$ cat src/design/les_pkg.sv
// ----------------------------------------------------------------------------
// les_pkg
// types and constants shared by the led effect sequencer modules
// ----------------------------------------------------------------------------
package les_pkg;

    // effect codes, same encoding as the effect_mode register
    typedef enum logic [1:0] {
        MODE_OFF     = 2'd0,
        MODE_STATIC  = 2'd1,
        MODE_BLINK   = 2'd2,
        MODE_BREATHE = 2'd3
    } les_mode_t;

    // configuration register indexes
    localparam int unsigned CFG_INDEX_W = 8;
    localparam logic [CFG_INDEX_W-1:0] REG_EFFECT_MODE       = 8'd0;
    localparam logic [CFG_INDEX_W-1:0] REG_EFFECT_COLOR      = 8'd1;
    localparam logic [CFG_INDEX_W-1:0] REG_BLINK_LIMIT       = 8'd2;
    localparam logic [CFG_INDEX_W-1:0] REG_MANUAL_BRIGHTNESS = 8'd3;

    localparam logic [31:0] BLINK_PERIOD_MS     = 32'd100;
    localparam logic [31:0] BREATHE_PERIOD_MS   = 32'd20;
    localparam logic [6:0]  RAMP_TOP            = 7'd100;
    localparam logic [7:0]  BRIGHTNESS_AT_RESET = 8'd50;

    typedef struct packed {
        les_mode_t   mode;
        logic [31:0] last_step_time;
        logic        blink_on;
        logic [7:0]  blinks_done;
        logic [6:0]  ramp_level;
        logic        ramp_rising;
        logic [7:0]  brightness_now;
        logic [23:0] color_now;
    } les_state_t;

    typedef struct packed {
        logic [23:0] color;
        logic [7:0]  brightness;
        logic        refresh;
    } les_result_t;

endpackage

$ cat src/design/les_ifs.sv
// ----------------------------------------------------------------------------
// les channel interfaces
// valid/ready channels for updates, pixel results and register writes
// ----------------------------------------------------------------------------
interface les_update_if;
    logic        valid;
    logic        ready;
    logic [31:0] now_ms;

    modport source (output valid, output now_ms, input ready);
    modport sink   (input valid, input now_ms, output ready);
endinterface

interface les_pixel_if;
    logic        valid;
    logic        ready;
    logic [23:0] pixel_color;
    logic [7:0]  pixel_brightness;
    logic        refresh;

    modport source (output valid, output pixel_color, output pixel_brightness,
                    output refresh, input ready);
    modport sink   (input valid, input pixel_color, input pixel_brightness,
                    input refresh, output ready);
endinterface

interface les_cfg_if;
    logic        valid;
    logic        ready;
    logic [les_pkg::CFG_INDEX_W-1:0] index;
    logic [31:0] data;

    modport source (output valid, output index, output data, input ready);
    modport sink   (input valid, input index, input data, output ready);
endinterface

$ cat src/design/les_step.sv
// ----------------------------------------------------------------------------
// les_step
// one update of the effect state: next state and pixel result
// ----------------------------------------------------------------------------
module les_step (
    input  les_pkg::les_state_t  st,
    input  logic [23:0]          effect_color,
    input  logic [7:0]           blink_limit,
    input  logic [31:0]          now_ms,
    output les_pkg::les_state_t  st_next,
    output les_pkg::les_result_t res
);

    logic [31:0] elapsed;
    logic [7:0]  done_inc;
    logic [6:0]  level_step;

    assign elapsed  = now_ms - st.last_step_time;
    assign done_inc = st.blinks_done + 8'd1;

    // one ramp step along the triangle
    always_comb
    begin
        if (st.ramp_rising)
        begin
            level_step = (st.ramp_level < les_pkg::RAMP_TOP) ? st.ramp_level + 7'd1
                                                             : st.ramp_level;
        end
        else
        begin
            level_step = (st.ramp_level != 7'd0) ? st.ramp_level - 7'd1 : st.ramp_level;
        end
    end

    always_comb
    begin
        st_next     = st;
        res.refresh = 1'b0;
        case (st.mode)
            les_pkg::MODE_OFF:
            begin
                st_next.color_now = 24'd0;
                res.refresh       = 1'b1;
            end
            les_pkg::MODE_STATIC:
            begin
                st_next.color_now = effect_color;
                res.refresh       = 1'b1;
            end
            les_pkg::MODE_BLINK:
            begin
                if (elapsed >= les_pkg::BLINK_PERIOD_MS)
                begin
                    st_next.last_step_time = now_ms;
                    st_next.blink_on       = !st.blink_on;
                    st_next.color_now      = st.blink_on ? 24'd0 : effect_color;
                    res.refresh            = 1'b1;
                    // end of an on phase
                    if (st.blink_on)
                    begin
                        st_next.blinks_done = done_inc;
                        if (blink_limit != 8'd0 && done_inc >= blink_limit)
                        begin
                            st_next.mode        = les_pkg::MODE_BREATHE;
                            st_next.blinks_done = 8'd0;
                        end
                    end
                end
            end
            default:
            begin
                if (elapsed >= les_pkg::BREATHE_PERIOD_MS)
                begin
                    st_next.last_step_time = now_ms;
                    st_next.ramp_level     = level_step;
                    st_next.ramp_rising    = st.ramp_rising ? (level_step < les_pkg::RAMP_TOP)
                                                            : (level_step == 7'd0);
                    st_next.brightness_now = {1'b0, level_step};
                    st_next.color_now      = effect_color;
                    res.refresh            = 1'b1;
                end
            end
        endcase
        res.color      = st_next.color_now;
        res.brightness = st_next.brightness_now;
    end

endmodule

$ cat src/design/led_effect_sequencer.sv
// ----------------------------------------------------------------------------
// led_effect_sequencer
// one-pixel rgb effect driver: off, static, blink and breathe
// ----------------------------------------------------------------------------
//
// channel | dir | payload                                  | moves when
// --------+-----+------------------------------------------+------------------
// upd     | in  | now_ms                                   | valid && ready
// pix     | out | pixel_color, pixel_brightness, refresh   | valid && ready
// cfg     | in  | index, data                              | valid && ready
//
// one update request per cycle while the result side is not stalled; a request
// passes the input register, then the state update into the result register
// the state update itself is a single 32-bit subtract and compare per request
// reset (rst_n low, asynchronous) clears both stages and loads the effect state
// a stalled result holds the pipeline; the input register still takes a request
// while it is empty or its request moves into the result register in that cycle
// register writes are taken at once, cfg.ready is always high
//
module led_effect_sequencer (
    input  logic             clk,
    input  logic             rst_n,
    les_update_if.sink       upd,
    les_pixel_if.source      pix,
    les_cfg_if.sink          cfg
);

    // configuration registers
    les_pkg::les_mode_t effect_mode_reg, effect_mode_next;
    logic [23:0]        effect_color_reg, effect_color_next;
    logic [7:0]         blink_limit_reg, blink_limit_next;
    logic [7:0]         manual_brightness_reg, manual_brightness_next;

    // effect state
    les_pkg::les_state_t state_reg, state_next;
    les_pkg::les_state_t step_state;
    les_pkg::les_result_t step_res;

    // input stage
    logic        in_valid_reg;
    logic [31:0] now_ms_reg;

    // result stage
    logic        out_valid_reg;
    les_pkg::les_result_t out_reg;

    logic advance;
    logic cfg_fire;
    logic restart;

    // request moves from input register to result register
    assign advance   = in_valid_reg && (!out_valid_reg || pix.ready);
    assign upd.ready = !in_valid_reg || advance;
    assign cfg.ready = 1'b1;
    assign cfg_fire  = cfg.valid;

    assign pix.valid            = out_valid_reg;
    assign pix.pixel_color      = out_reg.color;
    assign pix.pixel_brightness = out_reg.brightness;
    assign pix.refresh          = out_reg.refresh;

    les_step u_step (
        .st           (state_reg),
        .effect_color (effect_color_reg),
        .blink_limit  (blink_limit_reg),
        .now_ms       (now_ms_reg),
        .st_next      (step_state),
        .res          (step_res)
    );

    // register writes and state update
    always_comb
    begin
        effect_mode_next       = effect_mode_reg;
        effect_color_next      = effect_color_reg;
        blink_limit_next       = blink_limit_reg;
        manual_brightness_next = manual_brightness_reg;
        state_next             = advance ? step_state : state_reg;
        restart                = 1'b0;
        if (cfg_fire)
        begin
            case (cfg.index)
                les_pkg::REG_EFFECT_MODE:
                begin
                    effect_mode_next = les_pkg::les_mode_t'(cfg.data[1:0]);
                    restart          = 1'b1;
                end
                les_pkg::REG_EFFECT_COLOR:
                begin
                    effect_color_next = cfg.data[23:0];
                    restart           = 1'b1;
                end
                les_pkg::REG_BLINK_LIMIT:
                begin
                    blink_limit_next = cfg.data[7:0];
                    restart          = 1'b1;
                end
                les_pkg::REG_MANUAL_BRIGHTNESS:
                begin
                    manual_brightness_next    = cfg.data[7:0];
                    state_next.brightness_now = cfg.data[7:0];
                end
                default:
                begin
                    // unknown index, write dropped
                end
            endcase
        end
        // restart keeps timing, brightness and shown colour
        if (restart)
        begin
            state_next.mode        = effect_mode_next;
            state_next.blink_on    = 1'b0;
            state_next.blinks_done = 8'd0;
            state_next.ramp_level  = 7'd0;
            state_next.ramp_rising = 1'b1;
        end
    end

    always_ff @(posedge clk or negedge rst_n)
    begin
        if (!rst_n)
        begin
            effect_mode_reg       <= les_pkg::MODE_OFF;
            effect_color_reg      <= 24'd0;
            blink_limit_reg       <= 8'd0;
            manual_brightness_reg <= les_pkg::BRIGHTNESS_AT_RESET;
            state_reg.mode           <= les_pkg::MODE_OFF;
            state_reg.last_step_time <= 32'd0;
            state_reg.blink_on       <= 1'b0;
            state_reg.blinks_done    <= 8'd0;
            state_reg.ramp_level     <= 7'd0;
            state_reg.ramp_rising    <= 1'b1;
            state_reg.brightness_now <= les_pkg::BRIGHTNESS_AT_RESET;
            state_reg.color_now      <= 24'd0;
        end
        else
        begin
            effect_mode_reg       <= effect_mode_next;
            effect_color_reg      <= effect_color_next;
            blink_limit_reg       <= blink_limit_next;
            manual_brightness_reg <= manual_brightness_next;
            state_reg             <= state_next;
        end
    end

    // pipeline valid flags
    always_ff @(posedge clk or negedge rst_n)
    begin
        if (!rst_n)
        begin
            in_valid_reg  <= 1'b0;
            out_valid_reg <= 1'b0;
        end
        else
        begin
            if (upd.ready)
            begin
                in_valid_reg <= upd.valid;
            end
            if (advance)
            begin
                out_valid_reg <= 1'b1;
            end
            else if (pix.ready)
            begin
                out_valid_reg <= 1'b0;
            end
        end
    end

    // payload registers
    always_ff @(posedge clk)
    begin
        if (upd.valid && upd.ready)
        begin
            now_ms_reg <= upd.now_ms;
        end
        if (advance)
        begin
            out_reg <= step_res;
        end
    end

endmodule

$ cat src/flat_wrapper.sv
// flat-port wrapper written by rule: the top's interface ports become plain ports
module led_effect_sequencer_flat 
  (clk, rst_n, upd_valid, upd_now_ms, upd_ready, pix_valid, pix_pixel_color, pix_pixel_brightness, pix_refresh, pix_ready, cfg_valid, cfg_index, cfg_data, cfg_ready);
  les_update_if upd_i ();
  les_pixel_if pix_i ();
  les_cfg_if cfg_i ();
  input  logic clk;
  input  logic rst_n;
  input wire logic [$bits(upd_i.valid)-1:0] upd_valid;
  input wire logic [$bits(upd_i.now_ms)-1:0] upd_now_ms;
  output wire logic [$bits(upd_i.ready)-1:0] upd_ready;
  output wire logic [$bits(pix_i.valid)-1:0] pix_valid;
  output wire logic [$bits(pix_i.pixel_color)-1:0] pix_pixel_color;
  output wire logic [$bits(pix_i.pixel_brightness)-1:0] pix_pixel_brightness;
  output wire logic [$bits(pix_i.refresh)-1:0] pix_refresh;
  input wire logic [$bits(pix_i.ready)-1:0] pix_ready;
  input wire logic [$bits(cfg_i.valid)-1:0] cfg_valid;
  input wire logic [$bits(cfg_i.index)-1:0] cfg_index;
  input wire logic [$bits(cfg_i.data)-1:0] cfg_data;
  output wire logic [$bits(cfg_i.ready)-1:0] cfg_ready;
  assign upd_i.valid = upd_valid;
  assign upd_i.now_ms = upd_now_ms;
  assign upd_ready = upd_i.ready;
  assign pix_valid = pix_i.valid;
  assign pix_pixel_color = pix_i.pixel_color;
  assign pix_pixel_brightness = pix_i.pixel_brightness;
  assign pix_refresh = pix_i.refresh;
  assign pix_i.ready = pix_ready;
  assign cfg_i.valid = cfg_valid;
  assign cfg_i.index = cfg_index;
  assign cfg_i.data = cfg_data;
  assign cfg_ready = cfg_i.ready;
  led_effect_sequencer u_core (.clk(clk), .rst_n(rst_n), .upd(upd_i), .pix(pix_i), .cfg(cfg_i));
endmodule
$ cat config.mk
export PLATFORM = sky130hd
export DESIGN_NAME = led_effect_sequencer_flat
export DESIGN_NICKNAME = d
export VERILOG_FILES = /design/src/design/les_pkg.sv /design/src/design/les_ifs.sv /design/src/design/les_step.sv /design/src/design/led_effect_sequencer.sv /design/src/flat_wrapper.sv
export SDC_FILE = /design/constraint.sdc
export NUM_CORES = 1
export LEC_CHECK = 0
export BUFFER_PORTS_ARGS = -buffer_cell sky130_fd_sc_hd__buf_2
export CAP_MARGIN = 20
export CORE_AREA = 8 8 162 278
export DETAILED_ROUTE_END_ITERATION = 12
export DIE_AREA = 0 0 170 286
export PLACE_DENSITY = 0.44
export SETUP_SLACK_MARGIN = 0.3
export SLEW_MARGIN = 20
export SYNTH_ARGS = -nofsm -noshare
export SYNTH_HDL_FRONTEND = slang
export SYNTH_SLANG_ARGS = --single-unit
export TNS_END_PERCENT = 50
$ cat constraint.sdc
create_clock -name clk -period 9.85 [get_ports clk]
set_input_delay 0 -clock clk [delete_from_list [all_inputs] [get_ports clk]]
set_output_delay 0 -clock clk [all_outputs]
set_load 0.05 [all_outputs]
==> flow_metrics.env, run 1 <==
export IMPL_critPathKind="reg2reg"
export IMPL_clock_sinks=184
export IMPL_clock_skew_ns=0.01759
export IMPL_peakVddDrop_mv=0.09435
export IMPL_worstPathRequired_ns=10.18
export IMPL_die_area_sq_um=48620
export IMPL_power_leakage_nw=5.249
export IMPL_grt_pass1_wl_um=44660
export IMPL_hold_viol_final=0
export IMPL_cts_max_path_buffers=2
export IMPL_pin_count=113
export IMPL_synth_warnings=0
export IMPL_core_area_sq_um=41370
export IMPL_rrSetupSlack_ns=5.00
export IMPL_cts_tree="built"
export IMPL_dp_cells=1542
export IMPL_ys_seq_area_frac=0.4878
export IMPL_dr_pass1_iters=6
export IMPL_postRouteAntennaNets=0
export IMPL_ys_ff_latch=184
export IMPL_p_switching_mw=1.293
export IMPL_clock_root_buffer="clkbuf_16"
export IMPL_final_min_clock_period_ns=4.852
export IMPL_nets=1189
export IMPL_maxCapViolations=0
export IMPL_portBuffers=103
export IMPL_grt_start_max_net_pins=68
export IMPL_switching_share=0.4091
export IMPL_insertion_delay_ns=0.46
export IMPL_num_rows=99
export IMPL_worstMarginPinSlew_ns=0.9029
export IMPL_clock_fmax_ghz=0.2061
export IMPL_post_cts_buffers=0
export IMPL_cts_resized=0
export IMPL_comb_power_share=0.440
export IMPL_relSlewSlack=0.3981
export IMPL_stdcell_count=1636
export IMPL_die_w_um=170
export IMPL_power_frac_seq=0.332
export IMPL_startpoint_type="register"
export IMPL_final_core_util=0.2990
export IMPL_gp_congestion=0.8538
export IMPL_status="finished clean"
export IMPL_antenna_found_initial=0
export IMPL_synth_cell_types=80
export IMPL_endpoint_kind="register"
export IMPL_synthFlopType="dfrtp_1"
export IMPL_synth_edff_count=65
export IMPL_synth_avg_cell_area_sq_um=10.95
export IMPL_setup_violations_final=0
export IMPL_overflow=0
export IMPL_grt_pass1_vias=8082
export IMPL_num_vias=7695
export IMPL_power_share_clock=0.227
export IMPL_dp_hpwl_um=20550
export IMPL_drc=0
export IMPL_areaGrowthSynthToFinish_pct=22.28
export IMPL_synth_area_sq_um=10120
export IMPL_synth_cells=924
export IMPL_drt_iter0_markers=367
export IMPL_hold_class="in2reg"
export IMPL_finalCritPeriodShare=0.4926
export IMPL_timing_final_ws_setup_ns=4.998
export IMPL_drv_slew=0
export IMPL_largest_reg_flops=83
export IMPL_drive_gt1_frac=0.2137
export IMPL_wl_um=27830
export IMPL_n_antenna_cell=0
export IMPL_cts_buffers=17
export IMPL_start_util=0.2445
export IMPL_power_density_nw_per_um2=255.5
export IMPL_critPathArrivalTime_ns=5.18
export IMPL_ctsHoldBuffers=62
export IMPL_vias_per_cell=4.704
export IMPL_die_y_um=286
export IMPL_rsz0062_at_grt="no"
export IMPL_track_usage=0.1176
export IMPL_dpl_worst_slack_ns=4.850
export IMPL_h_tree_depth=4
export IMPL_syn_nets=1045
export IMPL_synthArstFlopShare=0.6467
export IMPL_wl_per_cell_um=17.01
export IMPL_tns_ns=0
export IMPL_p_int_mw=1.868
export IMPL_crit_fanout=24
export IMPL_clkTransAtPathRegs_ns=0.08
## stage by stage
step           cell area (sq um)  power, mW  hold slack, ns
2_1_floorplan              10120      2.078         -0.2956
3_3_place_gp               11150      2.429          0.1327
3_5_place_dp               11150      2.444          0.1351
4_1_cts                    12370      3.206         0.09935
5_1_grt                    12370      3.383          0.1483
6_report                   12370      3.161          0.1176
## routing by layer
layer	track usage	wire length (um)
met1	0.1218	10970
met2	0.2232	14970
met3	0.02236	981
met4	0.05283	910
met5	0	0
## final timing paths
| kind | from | to | depth (start not counted) |
|---|---|---|---|
| worst min register to register | u_core.state_reg[67]$_DFFE_PN0P_ | u_core.state_reg[67]$_DFFE_PN0P_ | 1 |
| min in group asynchronous | rst_n | u_core.effect_color_reg[12]$_DFFE_PN0P_ | 2 |
| worst min-delay path | cfg_index[0] | u_core.state_reg[25]$_DFF_PN1_ | 4 |
| worst max register to register | u_core.now_ms_reg[0]$_DFFE_PP_ | u_core.state_reg[17]$_DFFE_PN0P_ | 13 |
| max in group asynchronous | rst_n | u_core.state_reg[73]$_DFFE_PN0P_ | 3 |
| worst max-delay path | u_core.now_ms_reg[0]$_DFFE_PP_ | u_core.state_reg[17]$_DFFE_PN0P_ | 13 |
## power by group through the flow
stage,logic [mW],clock network (mW),registers (mW)
after global routing,1.54,0.774,1.07
after global placement,1.37,0,1.06
after detailed placement,1.38,0,1.07
after CTS,1.41,0.749,1.05
final,1.39,0.719,1.05
after floorplan,0.996,0,1.08
## placed cells by master, fill, tap and decap left out, drive strengths merged, types with 11 or more instances in the layout
master,instances
xor2,18
nor4,11
dfrtp,115
o21ai,42
a22o,27
buf,109
a32o,24
edfxtp,65
nor2,48
and2,12
clkbuf,19
nor3,21
and3,11
a21o,21
a21oi,54
dlygate4sd3,62
nand4,14
nand3,22
inv,57
mux2i,11
mux2,71
nand2,66
ha,43
## critical path: stages (launching register included)
cell      delay, ns
edfxtp_1       0.35
inv_1          0.05
ha_1           0.24
fa_1           0.40
nor2b_1        0.26
o2111a_1       0.24
o21ai_0        0.23
a211oi_1       0.59
a31oi_1        0.20
xor2_1         0.27
nand4_1        0.29
nor4b_4        0.52
nand3_2        0.59
a32o_1         0.48
## kinds of logic (layout without fill, tap and decap cells)
kind of cell	after synthesis	in the layout	share of synthesized area
multiplexers	82	82	0.08992
other	1	1	0.0003707
flip-flops	184	184	0.4878
XOR/XNOR	26	26	0.02251
buffers and inverters	95	252	0.04156
adder cells (fa/ha/maj)	44	44	0.05516
AND/OR/NAND/NOR	248	248	0.1276
AO/OA/AOI/OAI	244	244	0.1750
## synthesized netlist by cell type (21+ instances only)
| cell type | instances | area [sq um] |
|---|---|---|
| a22o_1 | 27 | 236.5 |
| mux2_2 | 66 | 743.2 |
| edfxtp_1 | 65 | 1952 |
| ha_1 | 43 | 538.0 |
| nor2_1 | 48 | 180.2 |
| a32o_1 | 24 | 240.2 |
| inv_1 | 49 | 183.9 |
| o21ai_0 | 38 | 190.2 |
| nand3_1 | 21 | 105.1 |
| a21oi_1 | 54 | 270.3 |
| dfrtp_1 | 115 | 2878 |
| clkbuf_1 | 28 | 105.1 |
| nand2_1 | 66 | 247.7 |
## cell type report
class	count	area [sq um]
fillers	4350	29000
flip-flops and latches	184	4935
multi-input cells	645	4771
repair buffers	171	1184
well taps	555	694.4
clock buffers	19	454.2
inverters	49	183.9
clock inverters	13	147.6
Power figures use the tool's default switching activity.
==> run 2, diff against run 1 <==
Settings changed: ABC_AREA set to 1, CORE_AREA 8 8 162 278 to 8 8 173 297, DIE_AREA 0 0 170 286 to 0 0 181 305, PLACE_DENSITY 0.44 to 0.45.
Clock period 9.85 ns to 4.2 ns, I/O delays scaled along.
==> flow_metrics.env, run 2 <==
export IMPL_postRouteAntennaNets=0
export IMPL_antenna_found_initial=0
export IMPL_rrSetupSlack_ns=0.61
export IMPL_post_cts_buffers=0
export IMPL_wl_per_cell_um=15.31
export IMPL_worstMarginPinSlew_ns=0.9606
export IMPL_peakVddDrop_mv=0.2345
export IMPL_slowest_stage="fa_1"
export IMPL_largest_reg_flops=83
export IMPL_overflow=0
export IMPL_portBuffers=103
export IMPL_pin_count=113
export IMPL_start_util=0.2454
export IMPL_relSlewSlack=0.3596
export IMPL_nets=1939
export IMPL_die_w_um=181
export IMPL_setup_violations_final=0
export IMPL_synth_cell_types=43
export IMPL_tns_ns=0
export IMPL_core_area_sq_um=47480
export IMPL_synth_most_common_cell="nand2_1"
export IMPL_track_usage=0.1368
export IMPL_drv_slew=0
export IMPL_final_area_sq_um=14120
export IMPL_critPathArrivalTime_ns=3.79
export IMPL_clkTransAtPathRegs_ns=0.08
export IMPL_dp_hpwl_um=27720
export IMPL_wl_um=37120
export IMPL_die_area_sq_um=55210
export IMPL_crit_path_frequent_cell="nand2_1"
export IMPL_vias_per_cell=4.378
export IMPL_hold_class="in2reg"
export IMPL_ys_ff_latch=184
export IMPL_maxCapViolations=0
export IMPL_crit_fanout=26
export IMPL_final_common_cell="nand2_1"
export IMPL_finalCritPeriodShare=0.8536
export IMPL_syn_nets=1777
export IMPL_dr_pass1_iters=5
export IMPL_clock_root_buffer="clkbuf_16"
export IMPL_grt_pass1_wl_um=59150
export IMPL_cts_max_path_buffers=2
export IMPL_insertion_delay_ns=0.46
export IMPL_synth_warnings=0
export IMPL_dpl_worst_slack_ns=0.5218
export IMPL_synth_edff_count=65
export IMPL_grt_start_max_net_pins=65
export IMPL_num_rows=106
export IMPL_rsz0062_at_grt="yes"
export IMPL_power_leakage_nw=7.352
export IMPL_worstPathRequired_ns=4.40
export IMPL_timing_rr_end="u_core.pix.pixel_color[1]$_DFFE_PP_"
export IMPL_status="finished clean"
export IMPL_clock_sinks=184
export IMPL_mostFrequentLayoutCells="nand2_1, inv_1, nor2_1"
export IMPL_timing_final_ws_setup_ns=0.6149
export IMPL_drive_gt1_frac=0.1043
export IMPL_whs_ns=0.04359
export IMPL_gp_congestion=0.9086
export IMPL_yosysTopAreaCell="dfrtp_1"
export IMPL_drt_iter0_markers=479
export IMPL_synthTopCellsByCount="nand2_1, inv_1, nor2_1, dfrtp_1, nand3_1"
export IMPL_cp_endpoint="u_core.pix.pixel_color[1]$_DFFE_PP_"
export IMPL_h_tree_depth=4
export IMPL_cp_startpoint="u_core.now_ms_reg[0]$_DFFE_PP_"
export IMPL_clock_skew_ns=0.02272
export IMPL_ys_top_cells_by_area="dfrtp_1, nand2_1, edfxtp_1"
export IMPL_critPathMaxStageDelay_ns=0.42
export IMPL_ys_seq_area_frac=0.4235
export IMPL_final_min_clock_period_ns=3.585
export IMPL_final_core_util=0.2975
export IMPL_drc=0
export IMPL_hold_viol_final=0
export IMPL_die_y_um=305
export IMPL_synth_cells=1656
export IMPL_synthFlopType="dfrtp_1"
export IMPL_worstPathCellList="inv_1, ha_1, fa_1, inv_1, nand3_1, nand2_1, nand2_1, nand3_1, nand2_1, nand3_1, nand2_1, nor2_1, nand2_1, nor2_4, nand3_2, nand2_2, buf_4, nor2_1, nor2_1, nand2_1"
export IMPL_post_dp_cell_area_sq_um=12840
export IMPL_power_density_nw_per_um2=378.5
export IMPL_synthArstFlopShare=0.6467
export IMPL_dp_cells=2328
export IMPL_clock_fmax_ghz=0.2789
export IMPL_critPathKind="reg2reg"
export IMPL_p_total_mw=5.347
export IMPL_timing_rr_start="u_core.now_ms_reg[0]$_DFFE_PP_"
export IMPL_grt_pass1_vias=10850
export IMPL_areaGrowthSynthToFinish_pct=21.22
export IMPL_startpoint_type="register"
export IMPL_num_vias=10620
export IMPL_stdcell_count=2425
export IMPL_endpoint_kind="register"
export IMPL_synth_area_sq_um=11650
export IMPL_n_antenna_cell=0
export IMPL_yosysTopAreaCellShare=0.2470
export IMPL_rr_worst_depth=20
export IMPL_cts_tree="built"
export IMPL_synth_avg_cell_area_sq_um=7.036
export IMPL_cts_buffers=17
==> run 2: cell count changes in the layout (fill, tap and decap cells not counted), sizes merged, moves of 10 or more <==
cell,delta
a21o,-21
a22o,-27
a32o,-24
and3,-10
buf,+12
inv,+201
mux2,-55
mux2i,-11
nand2,+616
nand3,+48
nand4,+22
nor2,+91
o21ai,+32
==> run 2: metal layers <==
metal  wire (um)  global-route usage
met1       13860              0.1347
met2       20850              0.2731
met3        1036             0.02073
met4        1373             0.06256
met5           0                   0
==> run 2: worst min path at each step <==
| stage | from | slack [ns] | endpoint | cells past startpoint |
|---|---|---|---|---|
| final | cfg_valid | 0.04 | u_core.effect_mode_reg[0]$_DFF_PN0_ | 4 |
| after global routing | cfg_valid | 0.07 | u_core.effect_mode_reg[0]$_DFF_PN0_ | 4 |
| after CTS | cfg_valid | 0.01 | u_core.effect_mode_reg[0]$_DFF_PN0_ | 4 |
| after global placement | upd_now_ms[28] | 0.18 | u_core.now_ms_reg[28]$_DFFE_PP_ | 1 |
| after floorplan | rst_n | -0.30 | u_core.blink_limit_reg[0]$_DFFE_PN0P_ | 0 |
| after detailed placement | upd_now_ms[26] | 0.18 | u_core.now_ms_reg[26]$_DFFE_PP_ | 1 |
==> run 2: cell families (layout without fill, tap and decap cells) <==
| group | after synthesis | in the layout | share of synthesized area |
|---|---|---|---|
| AO/OA/AOI/OAI | 131 | 131 | 0.05938 |
| XOR/XNOR | 23 | 23 | 0.01729 |
| adder cells (fa/ha/maj) | 44 | 44 | 0.04789 |
| buffers and inverters | 298 | 473 | 0.1014 |
| flip-flops | 184 | 184 | 0.4235 |
| multiplexers | 16 | 16 | 0.01546 |
| other | 1 | 1 | 0.0003218 |
| AND/OR/NAND/NOR | 959 | 959 | 0.3348 |
==> run 2: what timing repair did <==
action                                  in CTS  in global routing
hold endpoints to repair                   138                  0
endpoints found under the setup margin       0                 44
hold buffers                                65                  0
gates resized for setup                      0                  3
==> run 2: layout make-up <==
class                           count  area [sq um]
Sequential cell                   184          4935
Clock buffer                       17         425.4
Timing Repair Buffer              186          1320
Clock inverter                     15         195.2
Multi-Input combinational cell   1174          5549
Tap cell                          594         743.2
Inverter                          255         957.2
Fill cell                        5173         33360
==> run 2: worst max-delay path: cells and delay by family, from the launching register on <==
kind                     cells  cell delay, ns
flip-flops                   1            0.34
buffers and inverters        3            0.50
AND/OR/NAND/NOR             15            1.78
adder cells (fa/ha/maj)      2            0.68
==> run 2: report_power, final <==
group | switching (mW) | internal (mW)
combinational | 1.04 | 0.459
sequential | 0.0968 | 2.05
clock | 0.880 | 0.816
